--- config.mk ---
export PLATFORM = sky130hd
export DESIGN_NAME = qvr_regs_flat
export DESIGN_NICKNAME = d
export VERILOG_FILES = /design/src/rtl/qvr_pkg.sv /design/src/rtl/qvr_if.sv /design/src/rtl/qvr_regs.sv /design/src/flat_wrapper.sv
export SDC_FILE = /design/constraint.sdc
export NUM_CORES = 1
export LEC_CHECK = 0
export ABC_AREA = 1
export BUFFER_PORTS_ARGS = -buffer_cell sky130_fd_sc_hd__buf_2
export CAP_MARGIN = 40
export CELL_PAD_IN_SITES_DETAIL_PLACEMENT = 1
export CELL_PAD_IN_SITES_GLOBAL_PLACEMENT = 2
export CORE_MARGIN = 2
export CORE_UTILIZATION = 26
export DETAILED_ROUTE_END_ITERATION = 10
export GPL_TIMING_DRIVEN = 0
export PLACE_DENSITY = 0.85
export SYNTH_ARGS = -nofsm -noshare
export SYNTH_HDL_FRONTEND = slang
export SYNTH_SLANG_ARGS = --single-unit
export TNS_END_PERCENT = 10
--- constraint.sdc ---
create_clock -name clk -period 0.8 [get_ports clk]
set_clock_uncertainty 0.05 [all_clocks]
set_input_delay 0.24 -clock clk [delete_from_list [all_inputs] [get_ports clk]]
set_output_delay 0.24 -clock clk [all_outputs]
set_load 0.02 [all_outputs]
--- src/rtl/qvr_pkg.sv ---
// Package for the quaternion vector rotator: widths, constants and shared types.
package qvr_pkg;

	localparam int COORD_WIDTH     = 18;
	localparam int QUAT_FRAC_BITS  = 15;
	localparam int QUAT_WIDTH      = 16;
	localparam int CFG_INDEX_WIDTH = 2;

	// First product p * conj(q): one coordinate times one quaternion part.
	localparam int PROD1_WIDTH = COORD_WIDTH + QUAT_WIDTH;
	// Three products summed.
	localparam int SUM1_WIDTH  = PROD1_WIDTH + 2;

	// Reduce the intermediate quaternion for very wide coordinates.
	localparam int MID_SHIFT     = (COORD_WIDTH > 28) ? COORD_WIDTH - 28 : 0;
	localparam int MID_HALF_POS  = (MID_SHIFT > 0) ? MID_SHIFT - 1 : 0;
	localparam int T_ROUND_WIDTH = SUM1_WIDTH + 1;
	localparam int T_WIDTH       = T_ROUND_WIDTH - MID_SHIFT;
	localparam logic signed [T_ROUND_WIDTH-1:0] MID_HALF =
		(MID_SHIFT > 0) ? (T_ROUND_WIDTH'(1) << MID_HALF_POS) : '0;

	// Second product q * t and its four-term sum.
	localparam int PROD2_WIDTH = QUAT_WIDTH + T_WIDTH;
	localparam int SUM2_WIDTH  = PROD2_WIDTH + 2;

	// Final scaling back to the coordinate format.
	localparam int OUT_SHIFT     = 2 * QUAT_FRAC_BITS - MID_SHIFT;
	localparam int R_ROUND_WIDTH =
		((SUM2_WIDTH > OUT_SHIFT + COORD_WIDTH) ? SUM2_WIDTH : OUT_SHIFT + COORD_WIDTH) + 1;
	localparam logic signed [R_ROUND_WIDTH-1:0] OUT_HALF = R_ROUND_WIDTH'(1) << (OUT_SHIFT - 1);

	localparam logic signed [COORD_WIDTH-1:0] COORD_MAX = {1'b0, {(COORD_WIDTH-1){1'b1}}};
	localparam logic signed [COORD_WIDTH-1:0] COORD_MIN = {1'b1, {(COORD_WIDTH-1){1'b0}}};

	localparam logic signed [QUAT_WIDTH-1:0] QUAT_W_RESET = 16'sh7FFF;
	localparam logic signed [QUAT_WIDTH-1:0] QUAT_V_RESET = '0;

	typedef enum logic [CFG_INDEX_WIDTH-1:0] {
		REG_QUAT_W = 2'd0,
		REG_QUAT_X = 2'd1,
		REG_QUAT_Y = 2'd2,
		REG_QUAT_Z = 2'd3
	} cfg_reg_t;

	typedef struct packed {
		logic signed [QUAT_WIDTH-1:0] w;
		logic signed [QUAT_WIDTH-1:0] x;
		logic signed [QUAT_WIDTH-1:0] y;
		logic signed [QUAT_WIDTH-1:0] z;
	} quat_t;

	// Intermediate quaternion t = p * conj(q).
	typedef struct packed {
		logic signed [T_WIDTH-1:0] w;
		logic signed [T_WIDTH-1:0] x;
		logic signed [T_WIDTH-1:0] y;
		logic signed [T_WIDTH-1:0] z;
	} tquat_t;

endpackage

--- src/rtl/qvr_if.sv ---


interface cfg_if;
	logic                                       valid;
	logic                                       ready;
	logic [qvr_pkg::CFG_INDEX_WIDTH-1:0]        index;
	logic [qvr_pkg::QUAT_WIDTH-1:0]             data;

	modport source (output valid, output index, output data, input ready);
	modport sink (input valid, input index, input data, output ready);
endinterface

--- src/rtl/qvr_regs.sv ---
// Configuration registers holding the rotation quaternion.
module qvr_regs (
	input  logic           clk,
	input  logic           arst_n,
	cfg_if.sink            cfg,
	output qvr_pkg::quat_t quat
);

	qvr_pkg::quat_t quat_q;

	assign cfg.ready = 1'b1;
	assign quat      = quat_q;

	always_ff @(posedge clk or negedge arst_n) begin
		if (!arst_n) begin
			quat_q.w <= qvr_pkg::QUAT_W_RESET;
			quat_q.x <= qvr_pkg::QUAT_V_RESET;
			quat_q.y <= qvr_pkg::QUAT_V_RESET;
			quat_q.z <= qvr_pkg::QUAT_V_RESET;
		end else if (cfg.valid && cfg.ready) begin
			unique case (qvr_pkg::cfg_reg_t'(cfg.index))
				qvr_pkg::REG_QUAT_W: quat_q.w <= cfg.data;
				qvr_pkg::REG_QUAT_X: quat_q.x <= cfg.data;
				qvr_pkg::REG_QUAT_Y: quat_q.y <= cfg.data;
				qvr_pkg::REG_QUAT_Z: quat_q.z <= cfg.data;
			endcase
		end
	end

`ifndef SYNTHESIS
	a_write_w: assert property (@(posedge clk) disable iff (!arst_n)
		cfg.valid && (cfg.index == qvr_pkg::REG_QUAT_W) |=> quat_q.w == $past(cfg.data))
		else $error("quat_w write not taken");
	a_hold_quat: assert property (@(posedge clk) disable iff (!arst_n)
		!cfg.valid |=> $stable(quat_q))
		else $error("quaternion changed without a write");
`endif

endmodule

--- src/flat_wrapper.sv ---
// flat-port wrapper written by rule: the top's interface ports become plain ports
module qvr_regs_flat 
  (clk, arst_n, quat, cfg_valid, cfg_index, cfg_data, cfg_ready);
  cfg_if cfg_i ();
  input  logic clk;
  input  logic arst_n;
  output qvr_pkg::quat_t quat;
  input wire logic [$bits(cfg_i.valid)-1:0] cfg_valid;
  input wire logic [$bits(cfg_i.index)-1:0] cfg_index;
  input wire logic [$bits(cfg_i.data)-1:0] cfg_data;
  output wire logic [$bits(cfg_i.ready)-1:0] cfg_ready;
  assign cfg_i.valid = cfg_valid;
  assign cfg_i.index = cfg_index;
  assign cfg_i.data = cfg_data;
  assign cfg_ready = cfg_i.ready;
  qvr_regs u_core (.clk(clk), .arst_n(arst_n), .cfg(cfg_i), .quat(quat));
endmodule
==> flow_metrics.tcl <==
set metrics [dict create \
    clk_latency_ns 0.34 \
    diodes 0 \
    layout-drive-gt1-share 0.3575 \
    grt_pass1_vias 2562 \
    final_util 0.3773 \
    fin_nets 402 \
    fin_ws_ns -0.5084 \
    cp.arrival_ns 1.02 \
    gp_congestion 0.7762 \
    slew_violations 0 \
    timing.rr.end "u_core.quat[54]" \
    cp-end-kind "output pin" \
    hold_viol 49 \
    path_cells "buf_6" \
    cts_tree "done" \
    syn_inst 287 \
    drt-total-wl_mm 8.603 \
    grt_start_max_net_pins 65 \
    vias 2393 \
    finalSetupViolations 66 \
    slew_headroom 0.4477 \
    grt_pass1_wl_mm 13.92 \
    rr_startpoint "u_core.quat[54]" \
    area_growth_syn_to_layout_pct 40.27 \
    tightest_slew_ns 0.8284 \
    grt_util_all_layers 0.1658 \
    nFillCells 1190 \
    ys_types 14 \
    ant_nets 0 \
    critPathMaxStageDelay_ns 0.55 \
    largest_reg_flops 64 \
    rrSetupSlack_ns -0.05 \
    drtIter0Drc 86 \
    die_x_um 104.8 \
    drt_first_pass_iters 4 \
    synth_seq_cells 64 \
    path_clk_slew_ns 0.08 \
    clockBufferDepth 2 \
    irDropWorstVdd_uv 653.0 \
    violations "hold timing, setup timing" \
    clk_root_buffer_cell "clkbuf_8" \
    cts.sinks 64 \
    period_share 1.636 \
    rsz0062_at_grt "true" \
    drc 0 \
    reg2regPathDepth 3 \
    cp.required_ns 0.51 \
    path_buf_inv 1 \
    maxCapViolCount 0 \
    ys_warn_count 0 \
    grt_antenna_before_repair 0 \
    yosysTopAreaCellShare 0.4642 \
    post_drt_wl_per_cell_um 16.58 \
    layout_min_cycle_time_ns 1.308 \
    routed_via_density 4.611 \
    critPathLaunch "u_core.quat[52]" \
    p_leak_uw 0.001948 \
    synthTopCellsByArea "dfrtp_1 46%, nand2_1 18%, dfstp_2 15%" \
    synth_area_um2 2641 \
    crit_fanout 2 \
    synth_top_cell_by_area "dfrtp_1" \
    gr-total-overflow 0 \
    die_area_um2 10980 \
    ios 86 \
    dpl.hpwl_mm 6.158 \
    avgSynthCellArea_um2 9.203 \
    slowest_stage "dfstp_2" \
    crit_type "reg2out" \
    ys_seq_area_frac 0.6135 \
    hp-class "in2async" \
    num_rows 36 \
    fin_hold_ws_ns -0.05602 \
    htree_levels 3 \
    place_ws_ns -0.5003 \
    start_kind "register" \
    core_um2 9819 \
    die_y_um 104.8 \
    fmax_ghz 0.7643 \
    initial_core_util 0.2690 \
    synth_fp_nets 308 \
    p_per_area_nw_per_um2 2582 \
    place.port_buffers 82 \
    cts_inserted_buffers 9 \
    status "finished, violations left" \
    cp_top_family "flip-flops" \
]
[layout by cell type, fill, tap and decap left out]
master	n
nand2_1	128
clkinv_4	1
buf_6	30
nor2_4	1
dfrtp_1	49
conb_1	1
nand3_2	1
clkbuf_8	11
clkbuf_2	2
nand4_1	48
clkinv_2	2
nand2_4	1
buf_12	1
buf_4	9
nand3_4	2
clkbuf_4	3
dfstp_2	15
buf_2	57
clkbuf_16	2
clkbuf_1	6
nand3_1	16
[worst reg2reg max path, cell delays in order (launching register included)]
cell     delay [ns]
dfstp_2        0.55
buf_4          0.10
nand2_1        0.04
nand2_1        0.06
[final cells by class]
cell class | count | area [um2] | area share
Buffer | 23 | 166.4 | 0.04492
Clock buffer | 15 | 209.0 | 0.05640
Clock inverter | 1 | 5.005 | 0.001351
Inverter | 2 | 13.76 | 0.003715
Multi-Input combinational cell | 198 | 932.1 | 0.2516
Sequential cell | 64 | 1620 | 0.4374
Tap cell | 133 | 166.4 | 0.04492
Timing Repair Buffer | 83 | 591.8 | 0.1597
[cell families after synthesis]
kind of cell  synth area share
flops                   0.6135
buf+inv                0.04500
other cells           0.001420
simple gates            0.3401
[routing by layer]
| metal | vias up | wire (um) | global-route usage |
|---|---|---|---|
| li1 | 1146 | - | - |
| met1 | 1177 | 3875 | 0.2092 |
| met2 | 55 | 4134 | 0.2690 |
| met3 | 15 | 378 | 0.03493 |
| met4 | 0 | 215 | 0.08190 |
| met5 | - | 0 | 0 |
[cell usage after synthesis]
master	count
buf_2	11
buf_1	2
conb_1	1
nand2_2	1
nor2_2	1
dfrtp_1	49
dfstp_2	15
clkinv_1	2
nand3_1	17
clkbuf_1	7
buf_4	3
nand2_1	128
nand3_2	2
nand4_1	48
[where the power goes]
part / switching [uW] / internal (uW)
Sequential: 343 / 3840
Clock: 1250 / 1670
Combinational: 1510 / 950
Total: 3100 / 6470
[stage by stage]
| stage | std cells | hold slack (ns) | setup TNS [ns] | cell area, um2 | power (uW) |
|---|---|---|---|---|---|
| finish | 519 | -0.05602 | -25.91 | 3705 | 9565 |
| floorplan | 287 | -0.1056 | -9.625 | 2704 | 5435 |
| CTS | 519 | -0.03669 | -27.24 | 3643 | 9600 |
| detailed placement | 502 | 0.3445 | -41.87 | 3283 | 6384 |
| global route | 519 | 0.002497 | -29.26 | 3705 | 10080 |
| global placement | 502 | 0.3999 | -76.86 | 3281 | 6323 |
[what timing repair did]
action / in CTS / in global routing
hold endpoints to repair: 49 / 0
setup endpoints to repair: 124 / 119
setup buffers: 1 / 0
cloned: 0 / 0
gates resized for setup: 46 / 21
[worst max-delay path by stage]
stage	slack, ns	cells after the start	to
after global routing	-0.54	1	quat[52]
after global placement	-0.80	1	u_core.quat[38]
after detailed placement	-0.50	5	u_core.quat[31]
after CTS	-0.53	1	quat[52]
final	-0.51	1	quat[52]
after floorplan	-0.19	6	u_core.quat[53]
Power figures use the tool's default switching activity.
